`src/rtl/core/brf_pkg.sv`:
```
// brf_pkg: types and constants shared by the byte ring fifo modules
// no dependencies
package brf_pkg;

  localparam int unsigned DEPTH_DEF = 256;
  localparam int unsigned CNT_W     = 9;
  localparam int unsigned DATA_W    = 8;
  localparam int unsigned RING_RST  = 256;

  typedef enum logic [1:0] {
    OP_WRITE   = 2'd0,
    OP_READ    = 2'd1,
    OP_DISCARD = 2'd2,
    OP_CLEAR   = 2'd3
  } fifo_op_e;

  typedef struct packed {
    fifo_op_e            op;
    logic [DATA_W-1:0]   write_data;
    logic [CNT_W-1:0]    discard_count;
  } in_item_t;

  typedef struct packed {
    logic [DATA_W-1:0]   read_data;
    logic                done_res;
    logic [CNT_W-1:0]    available;
    logic [CNT_W-1:0]    room_left;
  } out_item_t;

  typedef enum logic {
    ST_IDLE = 1'b0,
    ST_EXEC = 1'b1
  } ctrl_state_e;

  typedef struct packed {
    logic load;    // capture the item, memory read starts at this edge
    logic exec;    // apply the operation and register the result
    logic cfg_we;  // size register write, empties the fifo
  } ctrl_cmd_t;

endpackage

```
`src/rtl/core/brf_ctrl.sv`:
```
// brf_ctrl: two-state sequencer for the byte ring fifo
// depends on brf_pkg
module brf_ctrl import brf_pkg::*; (
  input  logic      clk_i,
  input  logic      rst_ni,
  input  logic      start,
  input  logic      cfg_valid_i,
  output logic      busy,
  output logic      cfg_ready_o,
  output ctrl_cmd_t cmd_o
);

  ctrl_state_e state_q, state_d;

  always_ff @(posedge clk_i or negedge rst_ni) begin
    if (!rst_ni) begin
      state_q <= ST_IDLE;
    end else begin
      state_q <= state_d;
    end
  end

  always_comb begin
    state_d = state_q;
    case (state_q)
      ST_IDLE: begin
        if (start) state_d = ST_EXEC;
      end
      ST_EXEC: begin
        state_d = ST_IDLE;
      end
      default: begin
        state_d = ST_IDLE;
      end
    endcase
  end

  always_comb begin
    cmd_o       = '0;
    busy        = 1'b0;
    cfg_ready_o = 1'b0;
    case (state_q)
      ST_IDLE: begin
        cfg_ready_o  = 1'b1;
        cmd_o.load   = start;
        cmd_o.cfg_we = cfg_valid_i;
      end
      ST_EXEC: begin
        busy       = 1'b1;
        cmd_o.exec = 1'b1;
      end
      default: begin
        busy = 1'b0;
      end
    endcase
  end

endmodule

```
`src/rtl/core/brf_dp.sv`:
```
// brf_dp: byte store, pointers, fill count and result register
// depends on brf_pkg; driven by brf_ctrl commands
module brf_dp import brf_pkg::*; #(
  parameter int unsigned DEPTH = DEPTH_DEF
) (
  input  logic              clk_i,
  input  logic              rst_ni,
  input  ctrl_cmd_t         cmd_i,
  input  in_item_t          item_i,
  input  logic [CNT_W-1:0]  cfg_data_i,
  output out_item_t         result_o,
  output logic              result_valid_o
);

  localparam int unsigned PTR_W    = $clog2(DEPTH);
  localparam int unsigned AW       = ((PTR_W > CNT_W) ? PTR_W : CNT_W) + 1;
  localparam int unsigned SIZE_RST = (RING_RST > DEPTH) ? DEPTH : RING_RST;

  logic [DATA_W-1:0] mem_q [DEPTH];
  logic [DATA_W-1:0] rd_q;

  logic [CNT_W-1:0]  size_q, size_d;
  logic [PTR_W-1:0]  wptr_q, wptr_d;
  logic [PTR_W-1:0]  rptr_q, rptr_d;
  logic [CNT_W-1:0]  count_q, count_d;
  in_item_t          item_q;
  out_item_t         res_q, res_d;
  logic              res_valid_q;

  logic              full, empty, mem_we;
  logic [CNT_W-1:0]  clip, rinc;
  logic [AW-1:0]     rsum, wsum;

  // saturate the requested size into 1..DEPTH
  always_comb begin
    if (cfg_data_i == '0) begin
      size_d = CNT_W'(1);
    end else if (32'(cfg_data_i) > DEPTH) begin
      size_d = CNT_W'(DEPTH);
    end else begin
      size_d = cfg_data_i;
    end
  end

  always_comb begin
    full  = (count_q >= size_q);
    empty = (count_q == '0);
    clip  = (item_q.discard_count > count_q) ? count_q : item_q.discard_count;
    rinc  = '0;
    mem_we = 1'b0;
    res_d = '0;
    case (item_q.op)
      OP_WRITE:   mem_we = cmd_i.exec && !full;
      OP_READ:    rinc   = empty ? '0 : CNT_W'(1);
      OP_DISCARD: rinc   = clip;
      default:    rinc   = '0;
    endcase

    // pointers stay below size, so one subtract covers the wrap
    rsum = AW'(rptr_q) + AW'(rinc);
    if (rsum >= AW'(size_q)) rsum = rsum - AW'(size_q);
    wsum = AW'(wptr_q) + AW'(1);
    if (wsum >= AW'(size_q)) wsum = wsum - AW'(size_q);

    wptr_d  = wptr_q;
    rptr_d  = rptr_q;
    count_d = count_q;
    case (item_q.op)
      OP_WRITE: begin
        if (!full) begin
          wptr_d         = wsum[PTR_W-1:0];
          count_d        = count_q + CNT_W'(1);
          res_d.done_res = 1'b1;
        end
      end
      OP_READ: begin
        if (!empty) begin
          rptr_d          = rsum[PTR_W-1:0];
          count_d         = count_q - CNT_W'(1);
          res_d.done_res  = 1'b1;
          res_d.read_data = rd_q;
        end
      end
      OP_DISCARD: begin
        rptr_d         = rsum[PTR_W-1:0];
        count_d        = count_q - clip;
        res_d.done_res = 1'b1;
      end
      OP_CLEAR: begin
        wptr_d         = '0;
        rptr_d         = '0;
        count_d        = '0;
        res_d.done_res = 1'b1;
      end
      default: begin
        res_d.done_res = 1'b0;
      end
    endcase
    res_d.available = count_d;
    res_d.room_left = size_q - count_d;
  end

  always_ff @(posedge clk_i or negedge rst_ni) begin
    if (!rst_ni) begin
      size_q      <= CNT_W'(SIZE_RST);
      wptr_q      <= '0;
      rptr_q      <= '0;
      count_q     <= '0;
      res_valid_q <= 1'b0;
    end else begin
      res_valid_q <= cmd_i.exec;
      if (cmd_i.cfg_we) begin
        size_q  <= size_d;
        wptr_q  <= '0;
        rptr_q  <= '0;
        count_q <= '0;
      end else if (cmd_i.exec) begin
        wptr_q  <= wptr_d;
        rptr_q  <= rptr_d;
        count_q <= count_d;
      end
    end
  end

  always_ff @(posedge clk_i) begin
    if (cmd_i.load) item_q <= item_i;
    if (cmd_i.exec) res_q  <= res_d;
  end

  // registered read at the head pointer, valid in the cycle after the transfer
  always_ff @(posedge clk_i) begin
    if (mem_we) mem_q[wptr_q] <= item_q.write_data;
    rd_q <= mem_q[rptr_q];
  end

  assign result_o       = res_q;
  assign result_valid_o = res_valid_q;

endmodule

```
`src/rtl/core/byte_ring_fifo_with_discard.sv`:
```
// byte_ring_fifo_with_discard: top level of the circular byte fifo
// depends on brf_pkg, brf_ctrl, brf_dp
//
// Usage:
//   Command channel: drive cmd_i and raise start; the command transfers on a
//   rising edge where start is high and busy is low. Ops are write byte,
//   read byte, discard up to discard_count oldest bytes, and clear.
//   Result channel: result_o is valid for exactly one cycle while
//   result_valid_o is high, registered after the execute state. The
//   receiver cannot stall; it must take the result in that cycle.
//   No command is taken while busy. busy is high for the cycle in
//   which the store is read through its registered port and the pointers
//   are updated; a new command may transfer in the cycle the result shows.
//   Config channel: cfg_data_i sets the ring size (saturated to 1..DEPTH)
//   on a cycle where cfg_valid_i and cfg_ready_o are high, and empties the
//   fifo. Write it only while no command is in flight.
//   Reset: pointers and fill count go to zero, ring size to 256 (or DEPTH
//   if smaller). Store contents are not cleared; nothing reads them before
//   they are written.
module byte_ring_fifo_with_discard import brf_pkg::*; #(
  parameter int unsigned DEPTH = DEPTH_DEF
) (
  input  logic             clk_i,
  input  logic             rst_ni,
  input  logic             start,
  output logic             busy,
  input  in_item_t         cmd_i,
  output out_item_t        result_o,
  output logic             result_valid_o,
  input  logic             cfg_valid_i,
  output logic             cfg_ready_o,
  input  logic [CNT_W-1:0] cfg_data_i
);

  ctrl_cmd_t ctrl_cmd;

  brf_ctrl u_ctrl (
    .clk_i       (clk_i),
    .rst_ni      (rst_ni),
    .start       (start),
    .cfg_valid_i (cfg_valid_i),
    .busy        (busy),
    .cfg_ready_o (cfg_ready_o),
    .cmd_o       (ctrl_cmd)
  );

  brf_dp #(
    .DEPTH (DEPTH)
  ) u_dp (
    .clk_i          (clk_i),
    .rst_ni         (rst_ni),
    .cmd_i          (ctrl_cmd),
    .item_i         (cmd_i),
    .cfg_data_i     (cfg_data_i),
    .result_o       (result_o),
    .result_valid_o (result_valid_o)
  );

  assert property (@(posedge clk_i) disable iff (!rst_ni)
    start && !busy |=> busy)
    else $error("command transfer did not enter execute");

  assert property (@(posedge clk_i) disable iff (!rst_ni)
    busy |=> result_valid_o && !busy)
    else $error("execute cycle not followed by a result");

  assert property (@(posedge clk_i) disable iff (!rst_ni)
    result_valid_o |-> $past(busy))
    else $error("result strobe without a command");

  assert property (@(posedge clk_i) disable iff (!rst_ni)
    result_valid_o && !result_o.done_res |-> result_o.read_data == '0)
    else $error("read data nonzero on a failed operation");

endmodule
```
`config.mk`:
```
export PLATFORM = sky130hd
export DESIGN_NAME = byte_ring_fifo_with_discard
export DESIGN_NICKNAME = d
export VERILOG_FILES = /design/src/rtl/core/brf_pkg.sv /design/src/rtl/core/brf_ctrl.sv /design/src/rtl/core/brf_dp.sv /design/src/rtl/core/byte_ring_fifo_with_discard.sv
export SDC_FILE = /design/constraint.sdc
export NUM_CORES = 2
export LEC_CHECK = 0
export ABC_AREA = 0
export BUFFER_PORTS_ARGS = -buffer_cell sky130_fd_sc_hd__buf_2
export CELL_PAD_IN_SITES_DETAIL_PLACEMENT = 0
export CELL_PAD_IN_SITES_GLOBAL_PLACEMENT = 1
export CORE_MARGIN = 4
export CORE_UTILIZATION = 28
export CTS_CLUSTER_SIZE = 24
export DETAILED_ROUTE_END_ITERATION = 10
export PLACE_DENSITY = 0.52
export REMOVE_ABC_BUFFERS = 1
export SYNTH_ARGS = -nofsm -noshare
export SYNTH_HDL_FRONTEND = slang
export SYNTH_SLANG_ARGS = --single-unit
```
`constraint.sdc`:
```
create_clock -name clk_i -period 6.1 [get_ports clk_i]
set_input_delay 1.22 -clock clk_i [delete_from_list [all_inputs] [get_ports clk_i]]
set_output_delay 1.22 -clock clk_i [all_outputs]
set_load 0.1 [all_outputs]
```
Word level (Yosys, flattened, before mapping)
Memory sizes are Yosys's and may differ from the RTL's. A register that Yosys moved wholly into a read port is not among the register bits.
Cells that the tools add are included.
Widths: inputs -> output; s select.
{"block": "op_classes", "n_addsub": 8, "n_lt_le_gt_ge": 5, "eq_ne": 5, "muxes": 32, "bitwise_logic": 2, "reduce_logical": 12}
{"operator": "$mux 8", "count": 8}
{"operator": "$mux 9", "count": 7}
{"operator": "$pmux 9 s4", "count": 1}
{"operator": "$pmux 8 s3", "count": 1}
{"operator": "$ge 9x9->1", "count": 2}
{"operator": "$logic_not 9->1", "count": 2}
{"operator": "$pmux 9 s2", "count": 1}
{"operator": "$sub 9x9->9", "count": 2}
{"operator": "$pmux 8 s2", "count": 1}
{"operator": "$sub 8x8->8", "count": 2}
{"operator": "$mux 1", "count": 11}
{"operator": "$add 8x9->10", "count": 1}
{"operator": "$ge 10x9->1", "count": 1}
{"operator": "$add 8x1->9 const B", "count": 1}
{"operator": "$add 9x1->9 const B", "count": 1}
{"operator": "$gt 9x9->1", "count": 1}
{"operator": "$gt 9x9->1 const B", "count": 1}
{"operator": "$sub 9x1->9 const B", "count": 1}
{"operator": "$ne 3x3->1 const B", "count": 2}
{"operator": "$reduce_and 3->1", "count": 2}
{"operator": "$eq 2x2->1 const B", "count": 2}
{"operator": "$reduce_bool 4->1", "count": 1}
{"operator": "$reduce_or 2->1", "count": 2}
{"operator": "$pmux 1 s3", "count": 1}
{"operator": "8 further kinds", "count": 9}
{"block": "word_totals", "ff_bits": 82, "mem_bits_rw": 2048, "input_bits": 32, "elab_cells": 78, "n_memories": 1}
{"memory": "u_dp.mem_q", "words": 256, "width": 8, "read_ports": 1, "rd_ports_with_merged_regs": 1, "wr": 1, "line": "brf_dp.sv:19", "rtl": "logic [DATA_W-1:0] mem_q [DEPTH];"}

Longest topological paths before layout
{"block": "logic_depth", "word_depth": 10, "mapped_depth": 27, "depth_no_buf": 25}

By module
From an unflattened synthesis, not the netlist that was laid out.
{"block": "unflattened", "hier_cells": 4193, "hier_area_um2": 85241.8}
{"module": "brf_dp", "n_inst": 1, "cells_each": 4187, "area_per_inst_um2": 85185.4, "seq_area_each_um2": 63917.6}
{"module": "brf_ctrl", "n_inst": 1, "cells_each": 6, "area_per_inst_um2": 56.3, "seq_area_each_um2": 25.0}

Worst setup path before layout
Ideal clock, no wire load.
{"block": "synth_path", "kind": "register to register", "startpoint": "register u_dp.count_q[2]", "endpoint": "register u_dp.rptr_q[6]", "t_arrival_ns": 5.177, "setup_slack_ns": 0.802, "path_stages_with_launch": 26, "n_path_buf": 2, "synth_period_minus_slack_ns": 5.298, "path_cell_list": "dfrtp_1 -> clkbuf_1 -> inv_1 -> ha_1 -> and4_1 -> a21o_1 -> o21a_1 -> o21ai_1 -> o21ai_0 -> a32o_1 -> ha_1 -> fa_1 -> a211oi_1 -> nor2_1 -> o21a_1 -> o21ai_0 -> nand2b_1 -> a21oi_1 -> xnor2_1 -> ha_1 -> o21ai_0 -> nand2b_1 -> o31a_1 -> clkbuf_1 -> or3_1 -> a32o_1"}
{"block": "synth_between", "elab_chain_cells": 10, "elab_cells_between_ends": 15, "cone_classes": "add/sub: 2; order compare: 2; eq/ne: 1; mux: 8; reduce/logical: 2"}
{"item": "start: declaration", "line": "brf_dp.sv:25", "rtl": "logic [CNT_W-1:0] count_q, count_d;"}
{"item": "start signal: assignment", "line": "brf_dp.sv:120", "rtl": "count_q <= count_d;"}
{"item": "$gt 9x9->1 or $logic_not 9->1 (tied branches)", "line": "brf_dp.sv:48, brf_dp.sv:47"}
{"item": "$mux 9 or $mux 1 (tied branches)", "line": "brf_dp.sv:48, brf_dp.sv:54"}
{"item": "$pmux 9 s2", "line": "brf_dp.sv:52", "rtl": "case (item_q.op)"}
{"item": "$add 8x9->10", "line": "brf_dp.sv:60", "rtl": "rsum = AW'(rptr_q) + AW'(rinc);"}
{"item": "$sub 8x8->8 or $ge 10x9->1 (tied branches)", "line": "brf_dp.sv:61", "rtl": "if (rsum >= AW'(size_q)) rsum = rsum - AW'(size_q);"}
{"item": "$mux 8", "line": "brf_dp.sv:61"}
{"item": "$mux 8", "line": "brf_dp.sv:77", "rtl": "if (!empty) begin"}
{"item": "$pmux 8 s3", "line": "brf_dp.sv:68", "rtl": "case (item_q.op)"}
{"item": "$mux 8", "line": "brf_dp.sv:117", "rtl": "end else if (cmd_i.exec) begin"}
{"item": "$mux 8", "line": "brf_dp.sv:112", "rtl": "if (cmd_i.cfg_we) begin"}
{"item": "end signal: assignment", "line": "brf_dp.sv:119", "rtl": "rptr_q <= rptr_d;"}
{"item": "end: declaration", "line": "brf_dp.sv:24", "rtl": "logic [PTR_W-1:0] rptr_q, rptr_d;"}
Several ways; a longest one is shown, not always the timed one. The select of a mux whose other input is x is not followed.
A chain may end at the register's enable or synchronous reset.

Worst setup path after layout
{"block": "layout_path", "startpoint": "register u_dp.count_q[1]", "endpoint": "register u_dp.rptr_q[2]"}
Same word-level chain as after synthesis.

==> results by group <==
GRT
  • Overflow after GRT: 0
  • Initial antenna violation count: 13
  • Largest net degree at the start of global routing: roughly 190
  • GRT Util Overall: approximately 15%
  • First-pass GRT wire length: 338000 µm
  • Vias in the first global route: 44700

Detailed routing
  • Wire length per cell: 26.3 µm
  • Starting DRT DRC Count: approximately 3700
  • Antenna-violating nets left: 0
  • Final wirelength: between 200000 and 250000 µm
  • Vias per inst: around 4.8
  • Via count: 43300
  • Post-route DRC: 0
  • DR pass1 iterations: 5

Layout
  • Area growth from synthesis to layout: 15.9%
  • Nets: ~4800
  • Fillers: 29000
  • Storage element area: ~64000 µm²
  • Layout cells sized above 1: roughly 22%
  • Cell Count, Final, Fillers Out: between 8000 and 9000
  • Multi-input gate area: between 20000 and 25000 µm²
  • Final core occ: 32.7%

Die
  • Die height: around 560 µm
  • FP Rows: 202
  • Die Area: about 310000 µm²
  • Starting density of the core: approximately 28%
  • Die W: roughly 560 µm
  • Core Region: slightly above 300000 µm²
  • Num ports: between 60 and 70

Clock network
  • Reg clk slew, reported paths: 60 ps
  • Clk sinks: approximately 2100
  • CTS Root Cell: clkbuf_16
  • CTS tree: built
  • CTS resizes: 0
  • Clock Latency Late Sink: 870 ps
  • H-tree levels: 4
  • CTS Hold Bufs: 0
  • Clk buf depth: 3
  • Total CTS buffers: about 230
  • Post-CTS setup buffers: 0

STA
  • RSZ-0062 raised after global routing: no
  • Fmax achieved: around 180 MHz
  • Slew headroom: under 10%
  • Worst Max-Slew Pin Slew: 1370 ps
  • Worst Slack Setup Final: around 530 ps
  • Min Tclk post-route: around 5600 ps
  • Slew Limit Fails: 0
  • Worst hold slack: 443 ps
  • Final setup viols: 0
  • Clock Skew: 32.2 ps
  • Hold Violations, Final: 0
  • Period Utilization, post-route: between 90% and 100%

Synth
  • Synth Area in XOR/XNOR: less than 1%
  • Top FF cell, synth: edfxtp_1
  • Share of the synthesized area in the top cell type: 73.4%
  • Post-Synth Adder-Cell Area: 1.14%
  • Largest area contributor in the netlist: edfxtp_1
  • Top post-synthesis cells by count: edfxtp_1 (2094), mux4_2 (464), nor2_1 (329)
  • Distinct cells, synth: 71
  • Compound-Gate Fraction of Synth Area: around 3.1%
  • Synth warnings: 0
  • Main combinational cell family by area after synthesis: multiplexers
  • Top cells by area, synth: edfxtp_1 (73%), mux4_2 (12%), mux2i_1 (2.8%)
  • Most common cell in the netlist: edfxtp_1
  • Post-synthesis mux area share: approximately 15%
  • Fraction of registers with async set/reset: 1.68%
  • Mean Syn Cell Area: between 15 and 20 µm²
  • Synth Area in Simple Gates: around 4.2%
  • Post-Synthesis Cells: between 4000 and 5000
  • Post-synthesis sequential area ratio: 74.7%
  • Area of the mapped netlist: 85600 µm²
  • FF+latch count, synth: about 2100
  • Post-synth EDFFs: approximately 2100

Critical path
  • Worst path arrival time: 6330 ps
  • Worst EP required: slightly below 7000 ps
  • FF-to-FF Start: u_dp.count_q[1]$_DFFE_PN0P_
  • CP startpoint kind: flop
  • CP max FO: 15
  • Crit-path max cell delay: approximately 460 ps
  • Cells on worst reg2reg path: 22
  • Worst Setup End Kind: flop
  • Crit path cell chain: inv_1 -> ha_1 -> and4_1 -> a21o_1 -> o21a_1 -> o21ai_1 -> buf_4 -> nor2_1 -> a21oi_1 -> nor2_1 -> ha_1 -> o21ai_0 -> o21ai_0 -> a211oi_1 -> nor2_1 -> xor2_1 -> ha_1 -> o21ai_0 -> nand2b_1 -> o31a_1 -> or3_1 -> a32o_1
  • Setup Crit Path Kind: reg -> reg
  • Reg2reg end: u_dp.rptr_q[2]$_DFFE_PN0P_
  • Setup slack, reg-to-reg: around 530 ps
  • CP max stage cell: dfrtp_1

Placed design
  • Cells after DPL: between 8000 and 9000
  • Pre-CTS setup slack: approximately 450 ps
  • Port Buffer Count: 61
  • GPL Wtd Cong: about 0.80
  • HPWL after DPL: approximately 150000 µm

Run status
  • Status: complete, no violations

Flow run
  • Max Cap Violations: 0

Pwr
  • Maximum VDD drop: around 0.25 mV
  • Power Dens Cells: between 300 and 400 nW/µm²
  • Leak Pwr: 0.0301 µW

Worst hold path
  • HP Class: in -> async
-- final cells by class --
type                    instances  area share, %
clock inverters               116           1.14
multi-input cells            1996           20.7
clock buffers                 304           6.09
diodes                          4         0.0101
flip-flops and latches       2138           64.4
well taps                    4080           5.14
repair buffers                294           2.38
inverters                      43          0.163
-- sequential cells by signal (all words and copies together) (netlist names) --
signal,flops
u_dp.mem_q,2048
u_dp.result_o,27
u_dp.item_q,19
u_dp.count_q,9
u_dp.size_q,9
u_dp.rd_q,8
u_dp.rptr_q,8
u_dp.wptr_q,8
u_ctrl.state_q,1
u_dp.result_valid_o,1
-- per-layer routing --
| layer | vias up | wire (µm) | global-route usage, % |
|---|---|---|---|
| met3 | 331 | 10900 | 2.20 |
| met1 | 23300 | 107000 | 20.8 |
| met4 | 2 | 5830 | 3.81 |
| li1 | 18600 | - | - |
| met2 | 1021 | 112000 | 23.7 |
| met5 | - | 10 | 0 |
-- layout by cell type, fill, tap and decap left out, types with 11 or more instances in the layout --
| master | Yosys | final |
|---|---|---|
| clkinv_2 | 0 | 39 |
| a22oi_1 | 41 | 41 |
| edfxtp_1 | 2094 | 2094 |
| nor2_1 | 329 | 327 |
| a21oi_1 | 97 | 97 |
| buf_12 | 0 | 25 |
| nand2b_1 | 27 | 27 |
| buf_2 | 71 | 61 |
| a221o_1 | 32 | 32 |
| a21o_1 | 19 | 19 |
| clkbuf_1 | 116 | 72 |
| dfrtp_1 | 35 | 29 |
| bufinv_16 | 0 | 16 |
| mux4_2 | 464 | 464 |
| nor4_1 | 14 | 13 |
| nor2b_1 | 41 | 37 |
| o21ai_0 | 67 | 66 |
| buf_4 | 20 | 208 |
| ha_1 | 70 | 70 |
| nor3_1 | 23 | 23 |
| nand4_1 | 33 | 33 |
| and3_1 | 30 | 30 |
| clkbuf_16 | 0 | 229 |
| nand2_1 | 188 | 188 |
| inv_1 | 42 | 42 |
| o211ai_1 | 37 | 37 |
| nand3b_1 | 11 | 11 |
| mux2i_1 | 242 | 242 |
| xnor2_1 | 29 | 29 |
| nand3_1 | 54 | 54 |
| a221oi_1 | 20 | 20 |
| clkinv_1 | 1 | 41 |
-- power breakdown --
| group | total [µW] | switching (µW) | internal (µW) |
|---|---|---|---|
| Combinational | 5740 | 3590 | 2150 |
| Sequential | 16500 | 229 | 16300 |
| Clock | 13400 | 5770 | 7620 |
-- cells by family after synthesis --
family | after synthesis
and+or+nand+nor | 791
AOI/OAI and AO/OA | 387
muxes | 706
DFF | 2138
adders and majority gates | 75
buffers and inverters | 277
xor gates and xnor gates | 37
-- critical path, delay by kind of cell (launching register included) --
kind            cells  cell delay (ps)
simple gates        6              990
flops               1              460
fa+ha+maj           3              930
compound gates     10             2350
buf+inv             2              490
xor+xnor            1              260
-- worst max path at each step --
stage	endpoint	depth (start not counted)	from
2_1_floorplan	u_dp.rptr_q[2]$_DFFE_PN0P_	9	u_dp.rptr_q[0]$_DFFE_PN0P_
3_3_place_gp	u_dp.rptr_q[2]$_DFFE_PN0P_	20	u_dp.count_q[6]$_DFFE_PN0P_
3_5_place_dp	u_dp.rptr_q[2]$_DFFE_PN0P_	20	u_dp.count_q[6]$_DFFE_PN0P_
4_1_cts	u_dp.rptr_q[6]$_DFFE_PN0P_	20	u_dp.count_q[6]$_DFFE_PN0P_
5_1_grt	u_dp.rptr_q[6]$_DFFE_PN0P_	22	u_dp.count_q[1]$_DFFE_PN0P_
6_report	u_dp.rptr_q[2]$_DFFE_PN0P_	22	u_dp.count_q[1]$_DFFE_PN0P_
-- metrics by stage --
stage / TNS [ps] / area, µm² / total power [µW]
final: 0 / 99300 / 35700
after global routing: 0 / 99300 / 37000
after CTS: 0 / 99300 / 36100
after detailed placement: 0 / 92100 / 22700
after global placement: 0 / 92100 / 22700
after floorplan: -201620 / 84600 / 22200
No activity file was read; power rests on OpenSTA's default activity.
